$ cat src/rtl/core/mcvm_pkg.sv
package mcvm_pkg;

  // Raw MIDI value width (14-bit pitch bend covers 7-bit control change)
  localparam int RAW_W = 14;
  // Controllers 0..127 plus the pitch wheel
  localparam int NUM_CTRL = 129;
  localparam int CTRL_W = 8;
  localparam logic [CTRL_W-1:0] WHEEL_CTRL = 8'd128;
  localparam int TGT_W = 4;
  localparam int NUM_TARGETS = 16;
  localparam int PT_W = 16;
  // Count field wide enough for the largest breakpoint count allowed
  localparam int CNT_W = 7;

  localparam logic [3:0] ST_CC = 4'hB;
  localparam logic [3:0] ST_BEND = 4'hE;
  localparam logic [3:0] MSG_LEN = 4'd3;

  typedef enum logic [1:0] {
    OP_MIDI     = 2'd0,
    OP_WR_MAP   = 2'd1,
    OP_WR_POINT = 2'd2,
    OP_RESERVED = 2'd3
  } op_t;

  typedef struct packed {
    logic [TGT_W-1:0] target;
    logic [RAW_W-1:0] lo;
    logic [RAW_W-1:0] hi;
    logic [CNT_W-1:0] count;
  } map_entry_t;

endpackage

$ cat src/rtl/core/mcvm_div.sv
module mcvm_div import mcvm_pkg::*; #(
  parameter int DW = 20,
  parameter int VW = 14,
  parameter int SPS = 4,
  parameter int PW = 8
) (
  input  logic          clk,
  input  logic          rst,
  input  logic          en,
  input  logic [DW-1:0] in_dividend,
  input  logic [VW-1:0] in_divisor,
  input  logic [PW-1:0] in_payload,
  output logic [DW-1:0] out_quot,
  output logic [VW-1:0] out_rem,
  output logic [PW-1:0] out_payload
);

  localparam int NST = (DW + SPS - 1) / SPS;

  logic [VW-1:0] rem_q  [NST];
  logic [DW-1:0] work_q [NST];
  logic [VW-1:0] dvs_q  [NST];
  logic [PW-1:0] pay_q  [NST];

  for (genvar s = 0; s < NST; s++) begin : g_stage
    logic [VW-1:0] cur_rem;
    logic [DW-1:0] cur_work;
    logic [VW-1:0] cur_dvs;
    logic [PW-1:0] cur_pay;
    logic [VW-1:0] nxt_rem;
    logic [DW-1:0] nxt_work;

    if (s == 0) begin : g_in
      assign cur_rem  = '0;
      assign cur_work = in_dividend;
      assign cur_dvs  = in_divisor;
      assign cur_pay  = in_payload;
    end else begin : g_chain
      assign cur_rem  = rem_q[s-1];
      assign cur_work = work_q[s-1];
      assign cur_dvs  = dvs_q[s-1];
      assign cur_pay  = pay_q[s-1];
    end

    // Restoring steps: shift in one dividend bit, subtract where it fits
    always_comb begin
      logic [VW:0]   t;
      logic [VW-1:0] r;
      logic [DW-1:0] w;
      logic          qb;
      r = cur_rem;
      w = cur_work;
      t = '0;
      qb = 1'b0;
      for (int k = 0; k < SPS; k++) begin
        if (s * SPS + k < DW) begin
          t = {r, w[DW-1]};
          if (t >= {1'b0, cur_dvs}) begin
            t = t - {1'b0, cur_dvs};
            qb = 1'b1;
          end else begin
            qb = 1'b0;
          end
          r = t[VW-1:0];
          w = {w[DW-2:0], qb};
        end
      end
      nxt_rem = r;
      nxt_work = w;
    end

    always_ff @(posedge clk) begin
      if (rst) begin
        pay_q[s] <= '0;
      end else if (en) begin
        pay_q[s] <= cur_pay;
      end
    end

    always_ff @(posedge clk) begin
      if (en) begin
        rem_q[s]  <= nxt_rem;
        work_q[s] <= nxt_work;
        dvs_q[s]  <= cur_dvs;
      end
    end
  end

  assign out_quot    = work_q[NST-1];
  assign out_rem     = rem_q[NST-1];
  assign out_payload = pay_q[NST-1];

endmodule

$ cat config.mk
export PLATFORM = sky130hd
export DESIGN_NAME = mcvm_div
export DESIGN_NICKNAME = d
export VERILOG_FILES = /design/src/rtl/core/mcvm_pkg.sv /design/src/rtl/core/mcvm_div.sv
export SDC_FILE = /design/constraint.sdc
export NUM_CORES = 1
export LEC_CHECK = 0
export ABC_AREA = 1
export BUFFER_PORTS_ARGS = -buffer_cell sky130_fd_sc_hd__buf_4
export CAP_MARGIN = 0
export CORE_MARGIN = 8
export CORE_UTILIZATION = 35
export DETAILED_ROUTE_END_ITERATION = 16
export PLACE_DENSITY = 0.57
export SLEW_MARGIN = 5
export SYNTH_ARGS = -nofsm -noshare
export SYNTH_HDL_FRONTEND = slang
export SYNTH_SLANG_ARGS = --single-unit
$ cat constraint.sdc
create_clock -name clk -period 8.4 [get_ports clk]
set_clock_uncertainty 0.1 [all_clocks]
set_input_delay 1.68 -clock clk [delete_from_list [all_inputs] [get_ports clk]]
set_output_delay 1.68 -clock clk [all_outputs]
set_load 0.01 [all_outputs]
### Yosys cells after proc, flatten, opt, wreduce, memory -nomap -nowiden

Memories as Yosys holds them, arrays and structs flattened.
Cells that the tools add are included.

| storage, ports and cells | value |
|---|---|
| RAM bits | 280 |
| output and inout bits | 42 |
| memories kept | 4 |
| register bits | 0 |

| cells by class | value |
|---|---|
| $add $sub $neg | 20 |
| bitwise logic cells | 5 |
| $lt $le $gt $ge | 20 |
| mux-type cells | 51 |

Memory list:

| memory | words | width | rd ports | clocked after memory_dff | write ports | line | source |
|---|---|---|---|---|---|---|---|
| work_q | 5 | 20 | 5 | 0 | 5 | mcvm_div.sv:21 | `logic [DW-1:0] work_q [NST];` |
| dvs_q | 5 | 14 | 4 | 0 | 5 | mcvm_div.sv:22 | `logic [VW-1:0] dvs_q [NST];` |
| rem_q | 5 | 14 | 5 | 0 | 5 | mcvm_div.sv:20 | `logic [VW-1:0] rem_q [NST];` |
| pay_q | 5 | 8 | 5 | 0 | 5 | mcvm_div.sv:23 | `logic [PW-1:0] pay_q [NST];` |

Operators by type and width:

| kind | count |
|---|---|
| greater-or-equal comparator 15 x 14 -> 1 bit | 19 |
| two-way mux 14 bit | 20 |
| subtractor 14 bit | 19 |
| two-way mux 8 bit | 5 |
| two-way mux 1 bit | 26 |
| greater-or-equal comparator 1 x 14 -> 1 bit | 1 |
| subtractor 1 x 14 -> 14 bit | 1 |
| bitwise OR 1 bit | 5 |

### Longest topological paths before layout

Gate-level depths: netlist (run 1).
An unclocked memory read counts as a cell.

| depth | value |
|---|---|
| depth in word-level cells | 9 |
| mapped depth | 53 |
| mapped depth without buffers | 51 |

### Least setup slack after synthesis (run 1)

Ideal clock, no wire load.

| timing | value |
|---|---|
| kind | input-to-reg |
| from | in in_dividend[19] |
| to | mem rem_q[0][4], data pin |
| library setup time | 252 ps |
| slack | 310 ps |
| stages on the path | 44 |
| path buffers | 3 |
| data arrival time | 7,738 ps |
| cell sequence | inv_1 > ha_1 > inv_1 > ha_1 > inv_1 > nor2_1 > nand2_1 > nor4_1 > nor2_1 > ha_1 > nand2_1 > inv_1 > a21boi_0 > o211ai_1 > nand2_1 > nand2_1 > a21oi_1 > buf_2 > [8 not listed] > a21oi_1 > nand2_2 > inv_2 > buf_4 > nand2_1 > o21ai_0 > ha_1 > nand3_1 > nand3_1 > a21oi_1 > o21bai_1 > nand3_1 > o2111ai_1 > a21oi_1 > nand3_1 > buf_4 > nand2_1 > nand2_1 |

RTL lines:

| item | line | source |
|---|---|---|
| from (decl) | mcvm_div.sv:10 | `input logic [DW-1:0] in_dividend,` |
| to (decl) | mcvm_div.sv:20 |  |

==> results of run 1 <==
-- repair_timing --
action | in CTS | in global routing
buffers inserted | 0 | 23
hold buffers | 0 | 0
gates resized for setup | 1 | 98
pin swaps | 0 | 10
gates cloned | 0 | 2
endpoints found under the setup margin | 2 | 75
-- stage by stage --
step | instances | worst slack [ns] | instance area [um2]
3_3_place_gp | 4258 | 0.0761 | 26700
6_report | 4343 | 0.608 | 28300
4_1_cts | 4318 | 0.0695 | 27900
2_1_floorplan | 3192 | 0.310 | 24500
5_1_grt | 4343 | -0.0566 | 28300
3_5_place_dp | 4258 | -0.0508 | 26700
-- layout make-up --
class	count	area [um2]	area share, %
Clock buffer	40	895	3.16
Clock inverter	20	260	0.920
Inverter	419	1600	5.65
Multi-Input combinational cell	2462	14900	52.5
Sequential cell	266	7990	28.2
Tap cell	940	1180	4.16
Timing Repair Buffer	195	1520	5.37
Timing Repair inverter	1	7.51	0.0265
-- cell usage after synthesis (30+ instances only) --
cell type	count	area, um2
nand2_1	846	3180
inv_1	409	1540
ha_1	268	3350
edfxtp_1	266	7990
a21oi_1	254	1270
nor2_1	227	852
nand3_1	169	846
o21ai_0	165	826
xor2_1	119	1040
xnor2_1	82	718
nor3_1	41	205
nand4_1	34	213
o21ai_1	30	150
-- flip-flops by register name, indices dropped and copies added (netlist names) --
signal	flops
work_q	100
dvs_q	56
rem_q	70
pay_q	40
-- routing by layer --
metal | global-route usage [%] | vias up | part of all wire, %
met5 | 0 | - | 0
met4 | 4.88 | 0 | 2.6
met3 | 1.90 | 102 | 3.7
met2 | 29.3 | 428 | 48
met1 | 22.1 | 9694 | 46
li1 | - | 11139 | -
-- placed cells by master (no fill, tap or decap), drive strengths merged, types with 119 or more instances in the layout --
cell type	synthesis	final
nand2	867	867
inv	419	420
o21ai	200	200
edfxtp	266	266
ha	268	268
buf	38	195
a21oi	260	260
nand3	184	184
nor2	234	234
xor2	119	119
-- logic make-up (layout without fill, tap and decap cells) --
family / count (synthesis) / in the layout / synth area share (%)
compound gates: 569 / 569 / 13.0
xor+xnor: 201 / 201 / 7.19
fa+ha+maj: 287 / 287 / 15.3
buf+inv: 464 / 675 / 7.60
flops: 266 / 266 / 32.6
simple gates: 1405 / 1405 / 24.4
-- worst reg2reg max path, delay by kind of cell, from the launching register on --
kind / cells / cell delay, ns
xor gates and xnor gates: 1 / 0.13
buffers and inverters: 6 / 0.75
adders and majority gates: 5 / 1.70
DFF: 1 / 0.53
AOI/OAI and AO/OA: 10 / 1.70
and+or+nand+nor: 21 / 2.63
-- path summary, 6_finish.rpt --
check,startpoint,to,cells past startpoint
worst min register to register,work_q[0][68],work_q[0][92],0
worst max-delay path,dvs_q[0][14],rem_q[0][41],43
worst max register to register,dvs_q[0][14],rem_q[0][41],43
worst min-delay path,work_q[0][68],work_q[0][92],0
==> summary.md, run 1 <==
| Metric | Value |
|---|---|
| Status | `finished, final reports clean` |
| Dominant synthesized flop cell | `edfxtp_1` |
| Mapped cell area | `24500 um2` |
| Chip width | `280 um` |
| Initial core utilization | `35.1%` |
| Synth unique cells | `56` |
| Seq/Total Area, Yosys | `32.6%` |
| Vias in the first global route | `20427` |
| Latest clock arrival within the worst-skew pair | `0.54 ns` |
| Final Critical Period | `7.79 ns` |
| Peak Freq | `128 MHz` |
| Final nets | `3711` |
| HPWL Detailed | `54.9 mm` |
| Ports | `87` |
| H-tree depth | `2` |
| Mapped Cells | `3192` |
| # fillers | `7310` |
| Worst endpoint data arrival time | `7.94 ns` |
| Row cnt | `97` |
| Post-route ant nets | `0` |
| Critical path launch point type | `flip-flop` |
| Buffers & Inverters on Critical Path | `6` |
| Drt first pass iters | `5` |
| Clock net sink count | `266` |
| Initial antenna violation count | `1` |
| Largest stage delay on the critical path | `0.53 ns` |
| Async set or reset register ratio after synthesis | `0%` |
| Synth Warn # | `0` |
| HP Class | `flip-flop to flip-flop` |
| Fin Hold WS | `0.311 ns` |
| Final Setup Violations | `0` |
| CP top delay family | `simple AND/OR/NAND/NOR gates` |
| Synth-to-Final Area Change | `15.6%` |
| Die ar. | `78700 um2` |
| CTS tree | `done` |
| CTS clk-pin slew, worst paths | `0.06 ns` |
| Die Span Y | `280 um` |
| Max_cap viols | `0` |
| Synth Area per Inst | `7.67 um2` |
| CP max-delay cell | `edfxtp_1` |
| TritonCTS buffer count | `34` |
| Via/cell ratio | `4.92` |
| Largest net degree at the start of global routing | `118` |
| Critical path class | `flip-flop to flip-flop` |
| Util after Layout | `40.6%` |
| Reg2reg setup slack | `0.61 ns` |
| Global-route wire length before repair | `108 mm` |
| Wire per inst | `15.8 um` |
| Core area | `69700 um2` |
| Mapped Nets | `3524` |
| CP Max Fanout | `15` |
| CTS Buffer Depth | `3` |
| Setup crit end kind | `flip-flop` |
| Clock root buffer | `clkbuf_16` |
| Fraction of layout cells with a size suffix above 1 | `11.1%` |
| Ant. Diodes | `0` |
| Slew @ Worst Pin | `0.942 ns` |
| GRT overflow | `0` |
| DR iter-0 viols | `1290` |
| # DRC | `0` |
| Placer Congestion | `0.925` |
| Flops & latches, synth | `266` |
| Vias | `21363` |
| GR Util All Layers | `16.9%` |
| Post-synth EDFFs | `266` |
| Most used cell, CP | `nand2_1` |
| Port Buffers | `86` |
| Crit share post-route | `92.8%` |
| Slew Viols, Final | `0` |
| Setup TNS | `0 ns` |
| Slew margin rel. | `37.2%` |
| WL final | `68.6 mm` |
| Hold Violations, Final | `0` |
| WP data required | `8.55 ns` |
Power of run 1 is left out: the tool's default activity adds up to more than one toggle a clock period on the data nets, which glitch-free logic cannot reach.
==> run 2, diff against run 1 <==
PLACE_DENSITY = 0.55   (was 0.57)
clock period = 9.4 ns   (was 8.4 ns; I/O delays follow)
==> run 2 against run 1 <==
Compared with the run above: critical path depth up 3; register-to-register slack improved by 0.24 ns; cell count down 1.6%; routed wire length shrank 1.9%; non-clock buffer count decreased by 71; cell area shrank 2.6%; via count decreased by 1.4%; largest cell class unchanged; highest routed layer unchanged.
==> summary.md, run 2 (synthesized netlist as in run 1, its figures left out) <==
| Metric | Value |
|---|---|
| Row cnt | `97 (unchanged)` |
| Max reg flops | `100 (unchanged)` |
| RSZ-0062 raised after global routing | `no` |
| DR iter-0 viols | `1310 (+1.6%)` |
| TritonCTS buffer count | `35 (+2.9%)` |
| HP Class | `flip-flop to flip-flop` |
| Initial antenna violation count | `1 (unchanged)` |
| Most used cell, CP | `nand2_1` |
| Reg2reg setup slack | `0.85 ns (+0.24 ns)` |
| Worst Hold Launch | `work_q[0][67]` |
| Vias in the first global route | `19941 (-2.4%)` |
| Synth-to-Final Area Change | `12.7%` |
| Port Buffers | `86 (unchanged)` |
| # fillers | `7282 (-0.38%)` |
| R2R Path Start | `dvs_q[0][1]` |
| FF-to-FF path depth | `46 (+7.0%)` |
| Latest clock arrival within the worst-skew pair | `0.54 ns (about the same)` |
| Ant. Diodes | `0 (unchanged)` |
| Multi-input logic area | `14700 um2 (-1.1%)` |
| # DRC | `0 (unchanged)` |
| Sequential Area | `7990 um2 (unchanged)` |
| Die Span Y | `280 um (unchanged)` |
| Final Critical Period | `8.55 ns (+0.755 ns)` |
| Global-route wire length before repair | `106 mm (-2.0%)` |
| Drt first pass iters | `6 (+1)` |
| Critical path class | `flip-flop to flip-flop` |
| Final nets | `3640 (-1.9%)` |
| Most common cell after layout, fill and taps aside | `nand2_1` |
| Critical R2R Capture | `rem_q[0][27]` |
| Largest reg by FF count | `work_q` |
| Placer Congestion | `0.913 (-1.4%)` |
| Clock net sink count | `266 (unchanged)` |
| CP max-delay cell | `edfxtp_1` |
| Critical path launch point type | `flip-flop` |
| GR Util All Layers | `16.7% (-0.21 points)` |
| CTS Buffer Depth | `3 (unchanged)` |
| Buffers & Inverters on Critical Path | `4 (-2)` |
| Chip width | `280 um (unchanged)` |
| Largest net degree at the start of global routing | `86 (-27%)` |
| Slew @ Worst Pin | `1.06 ns (+0.121 ns)` |
| GRT overflow | `0 (unchanged)` |
| Placed Cells | `4203 (-1.3%)` |
| WL final | `67.3 mm (-1.9%)` |
| Core area | `69700 um2 (unchanged)` |
| Setup crit end kind | `flip-flop` |
| Final Setup Violations | `0 (unchanged)` |
| Finished Layout Cells | `4273 (-1.6%)` |
| Post-route ant nets | `0 (unchanged)` |
| Worst endpoint data arrival time | `8.74 ns (+0.80 ns)` |
| Slew margin rel. | `29.1% (-8.1 points)` |
| Ports | `87 (unchanged)` |
| Slew Viols, Final | `0 (unchanged)` |
| Initial core utilization | `35.1% (unchanged)` |
| Die ar. | `78700 um2 (unchanged)` |
| Wire per inst | `15.7 um (-0.32%)` |
| Hold depth | `0 (unchanged)` |
| Worst Hold Path EP | `work_q[0][91]` |
| CP top delay family | `simple AND/OR/NAND/NOR gates` |
| HPWL Detailed | `53.5 mm (-2.5%)` |
| Crit share post-route | `90.9% (-1.8 points)` |
| CTS clk-pin slew, worst paths | `0.06 ns (about the same)` |
| Peak Freq | `117 MHz (-8.8%)` |
| Registers with the most flip-flops | `work_q (100), rem_q (70), dvs_q (56)` |
| Largest stage delay on the critical path | `0.51 ns (-0.02 ns)` |
| Fraction of layout cells with a size suffix above 1 | `7.74% (-3.4 points)` |
| Vias | `21069 (-1.4%)` |
| Hold Violations, Final | `0 (unchanged)` |
| CTS tree | `done` |
| H-tree depth | `2 (unchanged)` |
| Max_cap viols | `0 (unchanged)` |
| WP data required | `9.59 ns (+1.04 ns)` |
| Via/cell ratio | `4.93 (+0.24%)` |
| Most frequent cells in the layout | `846 x nand2_1, 408 x inv_1, 268 x ha_1, 266 x edfxtp_1, 254 x a21oi_1` |
| Clock root buffer | `clkbuf_16` |
| Status | `finished, final reports clean` |
| CP Max Fanout | `18 (+3)` |
[run 2: changes by cell type in the layout (fill, tap and decap cells not counted), moves of 4 or more]
cell and change:
a21oi_1 +12, a21oi_2 -12, buf_12 -4, buf_4 -66, ha_1 +10, ha_2 -6, ha_4 -4, inv_1 +12
inv_2 -8, nand3_4 +4, o21ai_0 +29, o21ai_1 -25
[run 2: worst max-delay path by stage]
stage,from,to,cells past startpoint,slack (ns)
detailed placement,dvs_q[0][1],rem_q[0][27],43,-0.05
global placement,dvs_q[0][1],rem_q[0][27],46,-0.06
global route,dvs_q[0][43],rem_q[0][69],44,0.02
finish,dvs_q[0][1],rem_q[0][27],46,0.85
floorplan,in_dividend[19],rem_q[0][4],44,1.11
CTS,dvs_q[0][1],rem_q[0][27],43,0.15
[run 2: final cells by class]
cell class                      count  area share (%)
Multi-Input combinational cell   2462            53.3
Clock buffer                       41            3.41
Sequential cell                   266            29.0
Clock inverter                     21           0.953
Timing Repair Buffer              124            3.40
Tap cell                          940            4.27
Inverter                          419            5.74
[run 2: worst reg2reg max path: cells and delay by family (launching register included)]
kind	cells	cell delay, ns
AO/OA/AOI/OAI	9	1.79
adder cells (fa/ha/maj)	4	1.41
flip-flops	1	0.51
AND/OR/NAND/NOR	29	3.56
buffers and inverters	4	0.93
[run 2: stage by stage]
| stage | hold slack [ns] | instance area [um2] | utilization, % | TNS, ns | setup slack, ns |
|---|---|---|---|---|---|
| global route | 0.319 | 27600 | 39.6 | 0 | 0.0173 |
| finish | 0.311 | 27600 | 39.6 | 0 | 0.853 |
| global placement | 0.301 | 26300 | 37.7 | -0.611 | -0.0569 |
| detailed placement | 0.305 | 26300 | 37.7 | -0.411 | -0.0452 |
| floorplan | 0.300 | 24500 | - | 0 | 1.11 |
| CTS | 0.311 | 27500 | 39.4 | 0 | 0.146 |
[run 2: layer usage]
layer / routed length (um) / share of wire [%] / global-route usage (%) / vias to the layer above
li1: - / - / - / 10994
met1: 31100 / 46 / 21.9 / 9567
met2: 31300 / 47 / 28.2 / 398
met3: 2840 / 4.2 / 2.45 / 110
met4: 2010 / 3.0 / 5.28 / 0
met5: 0 / 0 / 0 / -
[run 2: repair_timing]
action / 4_1_cts / 5_1_grt
gates cloned: 0 / 0
resized for setup: 1 / 10
hold buffers: 0 / 0
hold endpoints to repair: 0 / 0
endpoints found under the setup margin: 14 / 45
buffers inserted: 0 / 8
Power of run 2 is left out for the same reason.
==> run 3, diff against run 2 <==
MAX_ROUTING_LAYER = met4   (was default)
==> run 3 against run 2 <==
Compared with the run above: count of clock-buffer cells in the layout is 1 lower; die area stayed put; maximum frequency is 1.0% lower; sequential share of layout area is 0.12 points higher; non-clock buffer count is 3 higher; highest routed layer unchanged.
==> summary.md, run 3 (synthesized netlist as in run 1, its figures left out) <==
| Metric | Value |
|---|---|
| Slew @ Worst Pin | `1.00 ns (-0.0588 ns)` |
| GRT overflow | `0 (unchanged)` |
| Final Setup Violations | `0 (unchanged)` |
| CTS tree | `done` |
| Core area | `69700 um2 (unchanged)` |
| Placer Congestion | `0.930 (+1.9%)` |
| HPWL Detailed | `53.5 mm (about the same)` |
| Worst endpoint data arrival time | `8.80 ns (+0.06 ns)` |
| Slew margin rel. | `33.0% (+3.9 points)` |
| Peak Freq | `116 MHz (-1.0%)` |
| Die ar. | `78700 um2 (unchanged)` |
| CTS clk-pin slew, worst paths | `0.06 ns (about the same)` |
| Initial core utilization | `35.1% (unchanged)` |
| Max reg flops | `100 (unchanged)` |
| CTS Buffer Depth | `3 (unchanged)` |
| Clock net sink count | `266 (unchanged)` |
| Setup crit end kind | `flip-flop` |
| Ports | `87 (unchanged)` |
| Slew Viols, Final | `0 (unchanged)` |
| Final nets | `3643 (+0.082%)` |
| # fillers | `7303 (+0.29%)` |
| Setup TNS | `0 ns (unchanged)` |
| # DRC | `0 (unchanged)` |
| Latest clock arrival within the worst-skew pair | `0.56 ns (+0.02 ns)` |
| Clock root buffer | `clkbuf_16` |
| TritonCTS buffer count | `35 (unchanged)` |
| GR Util All Layers | `17.3% (+0.60 points)` |
| Port Buffers | `86 (unchanged)` |
| Wire per inst | `15.8 um (+0.31%)` |
| Final Critical Period | `8.64 ns (+0.0880 ns)` |
| Max_cap viols | `0 (unchanged)` |
| Largest stage delay on the critical path | `0.46 ns (-0.05 ns)` |
| Multi-input logic area | `14700 um2 (-0.15%)` |
| Vias | `20952 (-0.56%)` |
| Die Span Y | `280 um (unchanged)` |
| Registers with the most flip-flops | `work_q (100), rem_q (70), dvs_q (56)` |
| Critical path class | `flip-flop to flip-flop` |
| Synth-to-Final Area Change | `12.2%` |
| Most used cell, CP | `nand2_1` |
| WL final | `67.5 mm (+0.38%)` |
| Chip width | `280 um (unchanged)` |
| Crit share post-route | `91.9% (+0.94 points)` |
| Largest reg by FF count | `work_q` |
| Initial antenna violation count | `0 (-1)` |
| Drt first pass iters | `5 (-1)` |
| Critical path launch point type | `flip-flop` |
| Fraction of layout cells with a size suffix above 1 | `7.94% (+0.20 points)` |
| Status | `finished, final reports clean` |
| Largest net degree at the start of global routing | `100 (+16%)` |
| Vias in the first global route | `20076 (+0.68%)` |
| Post-route ant nets | `0 (unchanged)` |
| H-tree depth | `2 (unchanged)` |
| Ant. Diodes | `0 (unchanged)` |
| Hold Violations, Final | `0 (unchanged)` |
| Via/cell ratio | `4.90 (-0.63%)` |
| WP data required | `9.57 ns (-0.02 ns)` |
| DR iter-0 viols | `1366 (+4.3%)` |
| Most common cell after layout, fill and taps aside | `nand2_1` |
| Row cnt | `97 (unchanged)` |
| CP Max Fanout | `18 (unchanged)` |
| Sequential Area | `7990 um2 (unchanged)` |
| Global-route wire length before repair | `107 mm (+0.90%)` |
| CP max-delay cell | `edfxtp_1` |
| Hold_buf cts | `0 (unchanged)` |
| HP Class | `flip-flop to flip-flop` |
| Most frequent cells in the layout | `846 x nand2_1, 408 x inv_1, 268 x ha_1, 266 x edfxtp_1, 254 x a21oi_1` |
[run 3: cell types whose count changed in the layout (fill, tap and decap cells not counted), sizes merged]
cell | before | now
buf | 124 | 127
bufinv | 6 | 2
clkbuf | 41 | 40
clkinv | 12 | 16
clkinvlp | 4 | 3
inv | 418 | 420
[run 3: per-layer routing]
metal	up-vias	part of all wire [%]	GRT usage, %
met5	-	0	-
met2	380	47	28.9
met3	127	3.1	2.03
li1	11022	-	-
met1	9423	47	22.0
met4	0	2.9	5.11
[run 3: worst paths after layout]
check                                  start            end  slack [ns]  cells after the start
worst min register to register  work_q[0][3]  work_q[0][27]        0.31                      0
worst max register to register   dvs_q[0][1]   rem_q[0][26]        0.76                     44
worst min-delay path            work_q[0][3]  work_q[0][27]        0.31                      0
worst max-delay path             dvs_q[0][1]   rem_q[0][26]        0.76                     44
[run 3: area by class of cell]
cell class,instances,share of cell area [%]
multi-input combinational,2462,53.4
tap,940,4.28
sequential,266,29.1
timing repair buffer,127,3.50
clock buffer,40,3.26
clock inverter,22,0.697
inverter,419,5.78
[run 3: metrics by stage]
step	setup slack, ns	hold WS [ns]	util (%)	cell area [um2]	instances
2_1_floorplan	1.11	0.300	-	24500	3192
5_1_grt	-0.00134	0.322	39.4	27500	4276
6_report	0.765	0.312	39.4	27500	4276
3_5_place_dp	0.379	0.305	37.7	26300	4209
4_1_cts	0.297	0.317	39.3	27400	4271
3_3_place_gp	0.297	0.300	37.7	26300	4209
[run 3: critical path: cells and delay by family (launching register included)]
family / cells / cell delay [ns]
adders and majority gates: 4 / 1.42
AOI/OAI and AO/OA: 9 / 1.98
and+or+nand+nor: 24 / 3.13
DFF: 1 / 0.46
buffers and inverters: 7 / 1.23
[run 3: timing repair]
item                       in CTS  in global routing
setup buffers                   0                  5
setup endpoints to repair       0                 44
resized for setup               0                 18
Power of run 3 is left out for the same reason.
